<file path="config.mk">
export PLATFORM = sky130hd
export DESIGN_NAME = tagged_job_table_oldest_seen_evict
export DESIGN_NICKNAME = d
export VERILOG_FILES = /design/src/sv/tjt_pkg.sv /design/src/sv/tjt_ctrl.sv /design/src/sv/tjt_dp.sv /design/src/sv/tagged_job_table_oldest_seen_evict.sv
export VERILOG_INCLUDE_DIRS = /design/src /design/src/sv
export SDC_FILE = /design/constraint.sdc
export NUM_CORES = 2
export LEC_CHECK = 0
export BUFFER_PORTS_ARGS = -buffer_cell sky130_fd_sc_hd__buf_4
export CAP_MARGIN = 10
export CORE_MARGIN = 5
export CORE_UTILIZATION = 45
export DETAILED_ROUTE_END_ITERATION = 12
export PLACE_DENSITY = 0.61
export SYNTH_ARGS = -nofsm -noshare
export SYNTH_HDL_FRONTEND = slang
export SYNTH_SLANG_ARGS = --single-unit
</file>
<file path="constraint.sdc">
create_clock -name i_clk -period 18.08 [get_ports i_clk]
set_input_delay 1.808 -clock i_clk [delete_from_list [all_inputs] [get_ports i_clk]]
set_output_delay 1.808 -clock i_clk [all_outputs]
set_load 0.01 [all_outputs]
</file>
<file path="src/sv/tagged_job_table_oldest_seen_evict_macros.svh">
// Assertion helpers for the job table RTL.
`ifndef TAGGED_JOB_TABLE_OLDEST_SEEN_EVICT_MACROS_SVH
`define TAGGED_JOB_TABLE_OLDEST_SEEN_EVICT_MACROS_SVH

// Condition must hold at every clock edge out of reset.
`define TJT_ASSERT_HOLDS(label, clk, rst_n, cond, msg) \
    label: assert property (@(posedge clk) disable iff (!rst_n) (cond)) \
        else $error(msg);

// Consequent must hold in the same cycle as the antecedent.
`define TJT_ASSERT_IMPLIES(label, clk, rst_n, ante, cons, msg) \
    label: assert property (@(posedge clk) disable iff (!rst_n) (ante) |-> (cons)) \
        else $error(msg);

// Consequent must hold in the cycle after the antecedent.
`define TJT_ASSERT_NEXT(label, clk, rst_n, ante, cons, msg) \
    label: assert property (@(posedge clk) disable iff (!rst_n) (ante) |=> (cons)) \
        else $error(msg);

`endif

</file>
<file path="src/sv/tjt_pkg.sv">
package tjt_pkg;

    // Default table geometry
    localparam int ENTRIES_DEF      = 16;
    localparam int TAG_BITS_DEF     = 64;
    localparam int PAYLOAD_BITS_DEF = 32;

    // Field widths on the stream ports
    localparam int OP_W    = 3;
    localparam int TAG_W   = 64;
    localparam int PAY_W   = 32;
    localparam int STATE_W = 8;
    localparam int IDX_W   = 4;
    localparam int SLOT_W  = 4;
    localparam int CNT_W   = 5;
    localparam int AGE_W   = 32;

    localparam int IN_DATA_W  = 112;
    localparam int OUT_DATA_W = 120;

    localparam logic [AGE_W-1:0] AGE_MAX = '1;

    typedef enum logic [OP_W-1:0] {
        OP_WRITE   = 3'd0,
        OP_MARK    = 3'd1,
        OP_SET     = 3'd2,
        OP_COUNT   = 3'd3,
        OP_GET     = 3'd4,
        OP_COMPACT = 3'd5,
        OP_CLEAR   = 3'd6
    } t_op;

    // Controller to datapath
    typedef struct packed {
        logic load;    // capture the request, clear scan accumulators
        logic scan;    // walk the occupied slots
        logic commit;  // apply the update and load the result register
    } t_cmd;

    // Datapath to controller
    typedef struct packed {
        logic scan_done;
        logic out_free;
    } t_sts;

endpackage

</file>
<file path="src/sv/tjt_ctrl.sv">
module tjt_ctrl import tjt_pkg::*; (
    input  logic i_clk,
    input  logic i_rst_n,
    input  logic i_req_valid,
    output logic o_req_ready,
    input  t_sts i_sts,
    output t_cmd o_cmd
);

    typedef enum logic [1:0] {
        ST_IDLE,
        ST_SCAN,
        ST_DONE
    } t_state;

    t_state r_state;
    logic   r_ready;

    assign o_req_ready = r_ready;

    // Decode commands from state
    always_comb begin
        o_cmd.load   = r_ready && i_req_valid;
        o_cmd.scan   = (r_state == ST_SCAN);
        o_cmd.commit = (r_state == ST_DONE) && i_sts.out_free;
    end

    // Advance state, hold ready
    always_ff @(posedge i_clk) begin
        if (!i_rst_n) begin
            r_state <= ST_IDLE;
            r_ready <= 1'b1;
        end else begin
            case (r_state)
                ST_IDLE: begin
                    if (o_cmd.load) begin
                        r_state <= ST_SCAN;
                        r_ready <= 1'b0;
                    end
                end
                ST_SCAN: begin
                    if (i_sts.scan_done) begin
                        r_state <= ST_DONE;
                    end
                end
                ST_DONE: begin
                    if (i_sts.out_free) begin
                        r_state <= ST_IDLE;
                        r_ready <= 1'b1;
                    end
                end
                default: begin
                    r_state <= ST_IDLE;
                    r_ready <= 1'b1;
                end
            endcase
        end
    end

endmodule

</file>
<file path="src/sv/tjt_dp.sv">
`include "tagged_job_table_oldest_seen_evict_macros.svh"

module tjt_dp import tjt_pkg::*; #(
    parameter int ENTRIES      = ENTRIES_DEF,
    parameter int TAG_BITS     = TAG_BITS_DEF,
    parameter int PAYLOAD_BITS = PAYLOAD_BITS_DEF
) (
    input  logic               i_clk,
    input  logic               i_rst_n,
    input  t_cmd               i_cmd,
    output t_sts               o_sts,
    input  logic [OP_W-1:0]    i_op,
    input  logic [TAG_W-1:0]   i_tag,
    input  logic [PAY_W-1:0]   i_payload,
    input  logic [STATE_W-1:0] i_job_state,
    input  logic               i_seen,
    input  logic [IDX_W-1:0]   i_active_index,
    output logic               o_valid,
    input  logic               i_ready,
    output logic               o_ok,
    output logic [SLOT_W-1:0]  o_slot,
    output logic [CNT_W-1:0]   o_active_count,
    output logic [TAG_W-1:0]   o_tag,
    output logic [PAY_W-1:0]   o_payload,
    output logic [STATE_W-1:0] o_state
);

    localparam int IW = $clog2(ENTRIES);
    localparam int CW = $clog2(ENTRIES + 1);

    // Table storage
    logic [TAG_BITS-1:0]     r_mem_tag  [ENTRIES];
    logic [PAYLOAD_BITS-1:0] r_mem_pay  [ENTRIES];
    logic [STATE_W-1:0]      r_mem_st   [ENTRIES];
    logic                    r_mem_seen [ENTRIES];
    logic [AGE_W-1:0]        r_mem_age  [ENTRIES];

    // Captured request
    t_op                     r_op;
    logic [TAG_BITS-1:0]     r_tag;
    logic [PAYLOAD_BITS-1:0] r_pay;
    logic [STATE_W-1:0]      r_st;
    logic                    r_seen;
    logic [IDX_W-1:0]        r_idx;

    // Table bookkeeping
    logic [CW-1:0]    r_fill;
    logic [AGE_W-1:0] r_next_age;

    // Scan pipeline
    logic [CW-1:0]           r_iss;
    logic                    r_rd_vld;
    logic [IW-1:0]           r_rd_slot;
    logic [TAG_BITS-1:0]     r_rd_tag;
    logic [PAYLOAD_BITS-1:0] r_rd_pay;
    logic [STATE_W-1:0]      r_rd_st;
    logic                    r_rd_seen;
    logic [AGE_W-1:0]        r_rd_age;

    // Scan accumulators
    logic                    r_hit;
    logic [IW-1:0]           r_hit_slot;
    logic                    r_ev_vld;
    logic [IW-1:0]           r_ev_slot;
    logic [AGE_W-1:0]        r_ev_age;
    logic [CW-1:0]           r_uns;
    logic                    r_get_hit;
    logic [IW-1:0]           r_get_slot;
    logic [TAG_BITS-1:0]     r_get_tag;
    logic [PAYLOAD_BITS-1:0] r_get_pay;
    logic [STATE_W-1:0]      r_get_st;

    // Result register
    logic               r_m_valid;
    logic               r_m_ok;
    logic [SLOT_W-1:0]  r_m_slot;
    logic [CNT_W-1:0]   r_m_cnt;
    logic [TAG_W-1:0]   r_m_tag;
    logic [PAY_W-1:0]   r_m_pay;
    logic [STATE_W-1:0] r_m_st;

    logic                    issue;
    logic [IW-1:0]           rd_addr;
    logic                    cmp_wr;
    logic                    we_tag;
    logic                    we_pay;
    logic                    we_st;
    logic                    we_seen;
    logic                    we_age;
    logic [IW-1:0]           wr_addr;
    logic [TAG_BITS-1:0]     wr_tag;
    logic [PAYLOAD_BITS-1:0] wr_pay;
    logic [STATE_W-1:0]      wr_st;
    logic                    wr_seen;
    logic [AGE_W-1:0]        wr_age;
    logic [CW-1:0]           n_fill;
    logic [AGE_W-1:0]        n_next_age;
    logic                    res_ok;
    logic [IW-1:0]           res_slot;
    logic [CW-1:0]           res_cnt;
    logic                    res_fetch;

    assign issue   = i_cmd.scan && (r_iss < r_fill);
    assign rd_addr = r_iss[IW-1:0];
    assign cmp_wr  = r_rd_vld && (r_op == OP_COMPACT) && !r_rd_seen;

    assign o_sts.scan_done = i_cmd.scan && !issue && !r_rd_vld;
    assign o_sts.out_free  = !r_m_valid || i_ready;

    // Select table write and commit results
    always_comb begin
        we_tag     = 1'b0;
        we_pay     = 1'b0;
        we_st      = 1'b0;
        we_seen    = 1'b0;
        we_age     = 1'b0;
        wr_addr    = '0;
        wr_tag     = r_tag;
        wr_pay     = r_pay;
        wr_st      = r_st;
        wr_seen    = r_seen;
        wr_age     = r_next_age;
        n_fill     = r_fill;
        n_next_age = r_next_age;
        res_ok     = 1'b0;
        res_slot   = '0;
        res_cnt    = '0;
        res_fetch  = 1'b0;
        if (cmp_wr) begin
            // move an unseen record down to the compacted position
            {we_tag, we_pay, we_st, we_seen, we_age} = '1;
            wr_addr = r_uns[IW-1:0];
            wr_tag  = r_rd_tag;
            wr_pay  = r_rd_pay;
            wr_st   = r_rd_st;
            wr_seen = r_rd_seen;
            wr_age  = r_rd_age;
        end else if (i_cmd.commit) begin
            case (r_op)
                OP_WRITE: begin
                    if (r_hit) begin
                        {we_tag, we_pay, we_st, we_seen} = '1;
                        wr_addr  = r_hit_slot;
                        res_ok   = 1'b1;
                        res_slot = r_hit_slot;
                    end else if (r_fill < CW'(ENTRIES) || r_ev_vld) begin
                        {we_tag, we_pay, we_st, we_seen, we_age} = '1;
                        if (r_fill < CW'(ENTRIES)) begin
                            wr_addr = r_fill[IW-1:0];
                            n_fill  = r_fill + CW'(1);
                        end else begin
                            wr_addr = r_ev_slot;
                        end
                        res_ok   = 1'b1;
                        res_slot = wr_addr;
                        if (r_next_age != AGE_MAX) begin
                            n_next_age = r_next_age + AGE_W'(1);
                        end
                    end
                end
                OP_MARK: begin
                    if (r_hit) begin
                        we_seen  = 1'b1;
                        wr_seen  = 1'b1;
                        wr_addr  = r_hit_slot;
                        res_ok   = 1'b1;
                        res_slot = r_hit_slot;
                    end
                end
                OP_SET: begin
                    if (r_hit) begin
                        we_st    = 1'b1;
                        wr_addr  = r_hit_slot;
                        res_ok   = 1'b1;
                        res_slot = r_hit_slot;
                    end
                end
                OP_COUNT: begin
                    res_ok  = 1'b1;
                    res_cnt = r_uns;
                end
                OP_GET: begin
                    if (r_get_hit) begin
                        res_ok    = 1'b1;
                        res_slot  = r_get_slot;
                        res_fetch = 1'b1;
                    end
                end
                OP_COMPACT: begin
                    n_fill  = r_uns;
                    res_ok  = 1'b1;
                    res_cnt = r_uns;
                end
                OP_CLEAR: begin
                    n_fill     = '0;
                    n_next_age = '0;
                    res_ok     = 1'b1;
                end
                default: begin
                end
            endcase
        end
    end

    // Write table
    always_ff @(posedge i_clk) begin
        if (we_tag) begin
            r_mem_tag[wr_addr] <= wr_tag;
        end
        if (we_pay) begin
            r_mem_pay[wr_addr] <= wr_pay;
        end
        if (we_st) begin
            r_mem_st[wr_addr] <= wr_st;
        end
        if (we_seen) begin
            r_mem_seen[wr_addr] <= wr_seen;
        end
        if (we_age) begin
            r_mem_age[wr_addr] <= wr_age;
        end
    end

    // Read table at the scan pointer
    always_ff @(posedge i_clk) begin
        if (issue) begin
            r_rd_slot <= rd_addr;
            r_rd_tag  <= r_mem_tag[rd_addr];
            r_rd_pay  <= r_mem_pay[rd_addr];
            r_rd_st   <= r_mem_st[rd_addr];
            r_rd_seen <= r_mem_seen[rd_addr];
            r_rd_age  <= r_mem_age[rd_addr];
        end
    end

    // Capture request
    always_ff @(posedge i_clk) begin
        if (i_cmd.load) begin
            r_op   <= t_op'(i_op);
            r_tag  <= i_tag[TAG_BITS-1:0];
            r_pay  <= PAYLOAD_BITS'(i_payload);
            r_st   <= i_job_state;
            r_seen <= i_seen;
            r_idx  <= i_active_index;
        end
    end

    // Accumulate tag match, eviction candidate and unseen records
    always_ff @(posedge i_clk) begin
        if (i_cmd.load) begin
            r_iss     <= '0;
            r_hit     <= 1'b0;
            r_ev_vld  <= 1'b0;
            r_uns     <= '0;
            r_get_hit <= 1'b0;
        end else begin
            if (issue) begin
                r_iss <= r_iss + CW'(1);
            end
            if (r_rd_vld) begin
                if (!r_hit && r_rd_tag == r_tag) begin
                    r_hit      <= 1'b1;
                    r_hit_slot <= r_rd_slot;
                end
                // oldest seen record, lowest slot on equal age
                if (r_rd_seen && (!r_ev_vld || r_rd_age < r_ev_age)) begin
                    r_ev_vld  <= 1'b1;
                    r_ev_slot <= r_rd_slot;
                    r_ev_age  <= r_rd_age;
                end
                if (!r_rd_seen) begin
                    if (!r_get_hit && 32'(r_uns) == 32'(r_idx)) begin
                        r_get_hit  <= 1'b1;
                        r_get_slot <= r_rd_slot;
                        r_get_tag  <= r_rd_tag;
                        r_get_pay  <= r_rd_pay;
                        r_get_st   <= r_rd_st;
                    end
                    r_uns <= r_uns + CW'(1);
                end
            end
        end
    end

    // Hold bookkeeping, scan valid and result valid
    always_ff @(posedge i_clk) begin
        if (!i_rst_n) begin
            r_fill     <= '0;
            r_next_age <= '0;
            r_rd_vld   <= 1'b0;
            r_m_valid  <= 1'b0;
        end else begin
            r_rd_vld <= issue;
            if (i_cmd.commit) begin
                r_fill     <= n_fill;
                r_next_age <= n_next_age;
                r_m_valid  <= 1'b1;
            end else if (i_ready) begin
                r_m_valid <= 1'b0;
            end
        end
    end

    // Load result fields
    always_ff @(posedge i_clk) begin
        if (i_cmd.commit) begin
            r_m_ok   <= res_ok;
            r_m_slot <= SLOT_W'(res_slot);
            r_m_cnt  <= CNT_W'(res_cnt);
            r_m_tag  <= res_fetch ? TAG_W'(r_get_tag) : '0;
            r_m_pay  <= res_fetch ? PAY_W'(r_get_pay) : '0;
            r_m_st   <= res_fetch ? r_get_st : '0;
        end
    end

    assign o_valid        = r_m_valid;
    assign o_ok           = r_m_ok;
    assign o_slot         = r_m_slot;
    assign o_active_count = r_m_cnt;
    assign o_tag          = r_m_tag;
    assign o_payload      = r_m_pay;
    assign o_state        = r_m_st;

    `TJT_ASSERT_HOLDS(a_fill_bound, i_clk, i_rst_n, r_fill <= CW'(ENTRIES), "fill count beyond table size")
    `TJT_ASSERT_IMPLIES(a_read_in_fill, i_clk, i_rst_n, r_rd_vld, CW'(r_rd_slot) < r_fill, "scan read beyond fill count")
    `TJT_ASSERT_IMPLIES(a_compact_down, i_clk, i_rst_n, cmp_wr, r_uns <= CW'(r_rd_slot), "compaction writes above its source slot")
    `TJT_ASSERT_IMPLIES(a_commit_idle_scan, i_clk, i_rst_n, i_cmd.commit, !r_rd_vld && !issue, "commit while scan in flight")
    `TJT_ASSERT_NEXT(a_commit_result, i_clk, i_rst_n, i_cmd.commit, r_m_valid, "commit without result")

endmodule

</file>
<file path="src/sv/tagged_job_table_oldest_seen_evict.sv">
// Channel  Dir  tdata (low bit up)                            tuser
// s_axis   in   tag 64, payload 32, state 8, seen 1, index 4  operation 3
// m_axis   out  ok 1, slot 4, count 5, tag 64, payload 32,    -
//               state 8
//
// Each request scans the occupied slots through the single-port table
// read, one slot per cycle, before the next request is accepted.
// Reset clears fill count, age counter, scan valid and result valid; table contents stay as they are.
// A request is taken while the previous result still waits on m_axis; the
// result of the new one is held until the output register frees.
module tagged_job_table_oldest_seen_evict import tjt_pkg::*; #(
    parameter int ENTRIES      = ENTRIES_DEF,
    parameter int TAG_BITS     = TAG_BITS_DEF,
    parameter int PAYLOAD_BITS = PAYLOAD_BITS_DEF
) (
    input  logic                  i_clk,
    input  logic                  i_rst_n,
    input  logic                  s_axis_tvalid,
    output logic                  s_axis_tready,
    input  logic [IN_DATA_W-1:0]  s_axis_tdata,   // record_tag, record_payload, job_state,
                                                  // seen_flag, active_index, zero pad
    input  logic [OP_W-1:0]       s_axis_tuser,   // operation
    output logic                  m_axis_tvalid,
    input  logic                  m_axis_tready,
    output logic [OUT_DATA_W-1:0] m_axis_tdata    // ok, slot, active_count, out_tag,
                                                  // out_payload, out_state, zero pad
);

    t_cmd               cmd;
    t_sts               sts;
    logic               res_ok;
    logic [SLOT_W-1:0]  res_slot;
    logic [CNT_W-1:0]   res_cnt;
    logic [TAG_W-1:0]   res_tag;
    logic [PAY_W-1:0]   res_pay;
    logic [STATE_W-1:0] res_st;

    tjt_ctrl u_ctrl (
        .i_clk       (i_clk),
        .i_rst_n     (i_rst_n),
        .i_req_valid (s_axis_tvalid),
        .o_req_ready (s_axis_tready),
        .i_sts       (sts),
        .o_cmd       (cmd)
    );

    tjt_dp #(
        .ENTRIES      (ENTRIES),
        .TAG_BITS     (TAG_BITS),
        .PAYLOAD_BITS (PAYLOAD_BITS)
    ) u_dp (
        .i_clk          (i_clk),
        .i_rst_n        (i_rst_n),
        .i_cmd          (cmd),
        .o_sts          (sts),
        .i_op           (s_axis_tuser),
        .i_tag          (s_axis_tdata[63:0]),
        .i_payload      (s_axis_tdata[95:64]),
        .i_job_state    (s_axis_tdata[103:96]),
        .i_seen         (s_axis_tdata[104]),
        .i_active_index (s_axis_tdata[108:105]),
        .o_valid        (m_axis_tvalid),
        .i_ready        (m_axis_tready),
        .o_ok           (res_ok),
        .o_slot         (res_slot),
        .o_active_count (res_cnt),
        .o_tag          (res_tag),
        .o_payload      (res_pay),
        .o_state        (res_st)
    );

    // Pack result fields, lowest first
    assign m_axis_tdata = {6'b0, res_st, res_pay, res_tag, res_cnt, res_slot, res_ok};

endmodule
</file>
# After elaboration in Yosys (flattened, before gate mapping)

Memories as Yosys holds them, arrays and structs flattened. A register that Yosys moved wholly into a read port is not among the register bits.
Cells that the tools add are included.

Add/sub/neg operators: 4
Order comparisons: 3
Equality and inequality tests: 18
Muxes and demuxes: 63
Bitwise gates (word level): 5
Reductions and logical operators: 40

Operator list:

| operator              | number |
|---|---|
| $mux 32               | 5 |
| $eq 64x64->1          | 1 |
| $mux 64               | 1 |
| $pmux 32 s2           | 1 |
| $mux 1                | 34 |
| $add 32x1->32 const B | 1 |
| $lt 32x32->1          | 1 |
| $ne 32x32->1 const B  | 1 |
| $mux 4                | 7 |
| $add 5x1->5 const B   | 3 |
| $mux 5                | 3 |
| $pmux 5 s3            | 1 |
| $reduce_and 3->1      | 5 |
| $pmux 4 s3            | 1 |
| $reduce_and 6->1      | 2 |
| $logic_and 1x1->1     | 10 |
| $eq 3x3->1 const B    | 3 |
| $mux 8                | 1 |
| $ne 2x1->1 const B    | 4 |
| $pmux 4 s2            | 1 |
| $logic_not 1->1       | 7 |
| $eq 3x2->1 const B    | 2 |
| $mux 2                | 3 |
| $ne 2x2->1 const B    | 3 |
| 20 further kinds      | 32 |

Register bits: 433
Bits in writable memories: 2192
Input bits: 119
Output and inout bits: 122
Word-level logic and storage cells: 169
Memories kept: 5

Memories:

| memory          | words | width | rd ports | clocked after memory_dff | wr ports | RTL line     | RTL |
|---|---|---|---|---|---|---|---|
| u_dp.r_mem_tag  | 16    | 64    | 1        | 1                        | 1        | tjt_dp.sv:32 | `logic [TAG_BITS-1:0] r_mem_tag [ENTRIES];` |
| u_dp.r_mem_age  | 16    | 32    | 1        | 1                        | 1        | tjt_dp.sv:36 | `logic [AGE_W-1:0] r_mem_age [ENTRIES];` |
| u_dp.r_mem_pay  | 16    | 32    | 1        | 1                        | 1        | tjt_dp.sv:33 | `logic [PAYLOAD_BITS-1:0] r_mem_pay [ENTRIES];` |
| u_dp.r_mem_st   | 16    | 8     | 1        | 1                        | 1        | tjt_dp.sv:34 | `logic [STATE_W-1:0] r_mem_st [ENTRIES];` |
| u_dp.r_mem_seen | 16    | 1     | 1        | 1                        | 1        | tjt_dp.sv:35 | `logic r_mem_seen [ENTRIES];` |

# Logic depth before layout (Yosys ltp)

Depth after elaboration: 9
Depth in mapped cells: 10
Depth with buffers taken out: 9

# Hierarchy

Synthesis repeated with hierarchy kept, for this count alone.

Cell total of the unflattened synthesis: 4541
Area total of the unflattened synthesis: 104956.9 µm²

By module, submodules not included:

| module                             | instances | cells each | area each (µm²) |
|---|---|---|---|
| tjt_dp                             | 1         | 4515       | 104749.2 |
| tjt_ctrl                           | 1         | 18         | 151.4 |
| tagged_job_table_oldest_seen_evict | 1         | 8          | 56.3 |

# Worst setup path after synthesis

OpenSTA, ideal clock, no wires.

Path type: input-to-reg
Start point: input port s_axis_tvalid
End point: register u_dp.r_get_pay[0] (enable)
Setup time: 844 ps
Arrival: 12246 ps
Slack: 4991 ps
Cell stages on the path: 3
Path buffers: 0
Path through: nand2_1 nand2_1 nor4_1

Word-level cells in the longest chain between the ends: 3

RTL lines:

| item                       | RTL line                                 | RTL |
|---|---|---|
| from (decl)                | tagged_job_table_oldest_seen_evict.sv:18 | `input logic s_axis_tvalid,` |
| $logic_and 1x1->1          | tjt_ctrl.sv:23                           | `o_cmd.load = r_ready && i_req_valid;` |
| $not 1->1 (no line)        | n/a                                      |  |
| $reduce_and 4->1 (no line) | n/a                                      |  |
| to (signal assigned)       | tjt_dp.sv:276                            | `r_get_pay <= r_rd_pay;` |
| to (decl)                  | tjt_dp.sv:70                             | `logic [PAYLOAD_BITS-1:0] r_get_pay;` |

Every way passes these cells.
A chain may end at the register's enable or synchronous reset.

# Worst setup path in the final report

Start point: register u_dp.r_op[1]
End point: memory u_dp.r_mem_tag[1][0] in the netlist's numbering (enable)

Word-level cells in the longest chain between the ends: 6

RTL lines:

| item                                                 | RTL line                     | RTL |
|---|---|---|
| from (decl)                                          | tjt_dp.sv:39                 | `t_op r_op;` |
| from (signal assigned)                               | tjt_dp.sv:239                | `r_op <= t_op'(i_op);` |
| $logic_not 3->1 / $eq 3x3->1 (equally long branches) | tjt_dp.sv:139, tjt_dp.sv:105 |  |
| $mux 1 / $logic_and 1x1->1 (equally long branches)   | tjt_dp.sv:139, tjt_dp.sv:105 |  |
| $mux 1 / $logic_and 1x1->1 (equally long branches)   | tjt_dp.sv:138, tjt_dp.sv:105 |  |
| $mux 1                                               | tjt_dp.sv:129                | `if (cmp_wr) begin` |
| $mux 1                                               | tjt_dp.sv:207                | `if (we_tag) begin` |
| $mux 1 (implied by the code)                         | tjt_dp.sv:208                | `r_mem_tag[wr_addr] <= wr_tag;` |
| to (decl)                                            | tjt_dp.sv:32                 |  |

Several ways; a longest one is shown, not always the timed one.

==> flow_summary_export.csv <==
group,metric,value,unit
logic_synthesis,synth_cells,4822,
detailed_routing,avgRoutedWirePerCell,30.0,um
global_route,grt_max_degree,140,
detailed_routing,vias_per_cell,5.89,
pwr,pwr-share-comb,0.019,
status,status,"completed",
critical_path,critPathLaunchType,"flop",
clock_network,cts_resized,0,
timing,setup_viol,0,
floorplanning,initial_core_util,0.452,
finish,seq_area,82400,um^2
floorplanning,die_y,493,um
logic_synthesis,yosysSeqAreaShare,0.785,
critical_path,crit_fanout,49,
timing,finalHoldViolations,0,
detailed_routing,drc,0,
detailed_routing,drt-initial-drc-count,5499,
logic_synthesis,synth_area_leaders,"edfxtp_1 (77%), mux4_2 (15%), nand2_1 (1.4%)",
pwr,p_seq_frac,0.544,
timing,fin_ws,11.91,ns
pwr,vdd_ir_drop_max,0.0000877,V
timing,setup_tns,0,ns
logic_synthesis,synth_commonest_cells,"edfxtp_1 (2,707), mux4_2 (685), nand2_1 (403)",
critical_path,cp.required,18.61,ns
place,place_ws,11.21,ns
logic_synthesis,synth_top_flop_cell,"edfxtp_1",
logic_synthesis,yosys_register_bits,2762,
clock_network,cts_tree,"built",
clock_network,post-cts-setup-buffers,0,
floorplanning,die_area,243000,um^2
detailed_routing,wirelength,255000,um
global_route,grt.total_usage,0.209,
floorplanning,rows,177,
clock_network,cts_made_buffers,297,
clock_network,clock_sink_count,2762,
place,portBuffers,231,
logic_synthesis,synth_edf_count,2707,
pwr,swShare,0.198,
logic_synthesis,ys_async_sr_fraction,0,
place,routabilityCongestion,0.808,
pwr,power_frac_clock,0.437,
finish,drive_gt1_frac,0.272,
flow_run,drv_cap,0,
place,dp_hpwl,131000,um
timing,fmax,0.162,GHz
clock_network,htree_levels,5,
pwr,p_int,10.4,mW
timing,fin_crit,6.17,ns
logic_synthesis,synthDistinctLibCells,71,
timing,rsz0062_at_grt,"false",
clock_network,cts.reportedPaths.clkPinSlew,0.06,ns
logic_synthesis,yosysMostFrequentCell,"edfxtp_1",
finish,area_growth,14.2,%
timing,finalCritPeriodShare,0.341,
clock_network,clk_latency,0.94,ns
pwr,p_per_area,109,nW/um^2
floorplanning,io_pins,241,
global_route,grt_antenna_before_repair,8,
global_route,grt-ovfl-total,0,
finish,multiInputGateArea,21600,um^2
detailed_routing,vias,50000,
logic_synthesis,synthesis.area,105000,um^2
detailed_routing,dr.pass1.iters,5,
logic_synthesis,yosys.area.top_type,"edfxtp_1",
finish,nNetsFinal,5392,
clock_network,ctsLongestPathBuffers,4,
critical_path,crit_type,"reg -> reg",
clock_network,cts_root_buffer,"clkbuf_16",
timing,slew_headroom,0.126,
pwr,p_total,13.0,mW
global_route,grt_pass1_vias,51300,
floorplanning,coreArea,232000,um^2
hold_path,hold_path_class,"reg -> reg",
pwr,total_leakage_power,37.1,nW
timing,tightestPinTransition,1.31,ns
logic_synthesis,synth_top_area_share,0.774,
critical_path,end_kind,"flop",
floorplanning,dieWidth,493,um
global_route,grt_pass1_wl,368000,um
clock_network,holdBufCountCts,0,
timing,clock-skew-final,0.0714,ns
logic_synthesis,yosysWarnings,0,
timing,slew_violations,0,
logic_synthesis,syn_area_per_cell,21.8,um^2
detailed_routing,ant_nets,0,
finish,fill_cells,18000,
pwr,p_switching,2.58,mW
critical_path,worstPathArrival,6.70,ns
-- area by class of cell --
cell class / instances / share of cell area
sequential: 2762 / 0.688
multi-input combinational: 1756 / 0.180
clock buffer: 372 / 0.0658
tap: 3043 / 0.0318
timing repair buffer: 341 / 0.0226
clock inverter: 140 / 0.00913
inverter: 76 / 0.00255
antenna: 5 / 0.000104
-- routing by layer --
metal | part of all wire | vias to the layer above | GRT usage
met1 | 0.41 | 27100 | 0.296
met4 | 0.023 | 0 | 0.0536
li1 | - | 20700 | -
met3 | 0.069 | 347 | 0.0360
met2 | 0.49 | 1852 | 0.341
met5 | 0 | - | 0
-- power by group through the flow --
stage	sequential, mW	combinational [mW]	clock, mW
3_5_place_dp	7.21	0.254	0
6_report	7.08	0.252	5.69
5_1_grt	7.08	0.272	6.08
4_1_cts	7.08	0.255	5.80
2_1_floorplan	7.21	0.132	0
3_3_place_gp	7.21	0.246	0
-- registers in the layout, indices dropped and copies added, names as in the netlist, 16 cells and up --
register and cells:
u_dp.r_tag 64, u_dp.r_get_tag 64, u_dp.r_next_age 32, u_dp.r_mem_age 512, u_dp.r_mem_pay 512, u_dp.r_mem_seen 16, u_dp.r_rd_age 32, u_dp.o_tag 64
u_dp.r_ev_age 32, u_dp.r_mem_st 128, u_dp.r_get_pay 32, u_dp.r_pay 32, u_dp.r_rd_tag 64, u_dp.o_payload 32, u_dp.r_rd_pay 32, u_dp.r_mem_tag 1024
-- logic make-up (layout without fill, tap and decap cells) --
kind of cell	Yosys count	after routing	share of synthesized area
xor gates and xnor gates	57	57	0.00476
adders and majority gates	39	39	0.00465
other	1	11	0.0000357
and+or+nand+nor	777	777	0.0343
buffers and inverters	309	929	0.0122
DFF	2762	2762	0.785
AOI/OAI and AO/OA	184	184	0.0115
muxes	693	693	0.148
-- per-stage QoR --
stage / cell area (um^2) / util / hold WS (ns) / std cells
2_1_floorplan: 105000 / - / 0.426 / 4827
3_3_place_gp: 111000 / 0.477 / 0.432 / 7978
3_5_place_dp: 111000 / 0.477 / 0.432 / 7978
4_1_cts: 120000 / 0.516 / 0.441 / 8490
5_1_grt: 120000 / 0.516 / 0.452 / 8492
6_report: 120000 / 0.516 / 0.443 / 8495
-- critical path, stage by stage, from the launching register on --
cell      delay, ns
edfxtp_1       0.64
and3b_1        0.62
and2_4         0.84
nand2_1        0.17
a21oi_1        0.37
nand3_1        0.33
nor2_4         1.06
buf_4          0.80
buf_4          0.88
-- final timing paths --
path | startpoint | end | slack, ns | depth (start not counted)
worst max-delay path | u_dp.r_op[1]$_DFFE_PP_ | u_dp.r_mem_tag[1][0]$_DFFE_PP_ | 11.91 | 8
worst min-delay path | u_dp.r_rd_st[1]$_DFFE_PP_ | u_dp.r_get_st[1]$_DFFE_PP_ | 0.44 | 0
worst max register to register | u_dp.r_op[1]$_DFFE_PP_ | u_dp.r_mem_tag[1][0]$_DFFE_PP_ | 11.91 | 8
worst min register to register | u_dp.r_rd_st[1]$_DFFE_PP_ | u_dp.r_get_st[1]$_DFFE_PP_ | 0.44 | 0
-- placed cells by master, fill, tap and decap left out, types with 12 or more instances in the layout --
master and n:
nor4_1 14, inv_1 72, buf_12 12, xnor2_1 27, and3_1 113, mux4_2 685, clkbuf_16 303, nand4_1 26
xor2_1 30, buf_4 329, nand3_1 37, a21oi_1 42, nand2b_1 14, nor2_1 76, clkinv_2 53, dfxtp_1 51
nor2_4 33, ha_1 39, edfxtp_1 2707, clkinv_1 55, bufinv_16 16, clkbuf_1 65, nand2_1 402, o21ai_0 51
(Power assumes the default switching activity.)
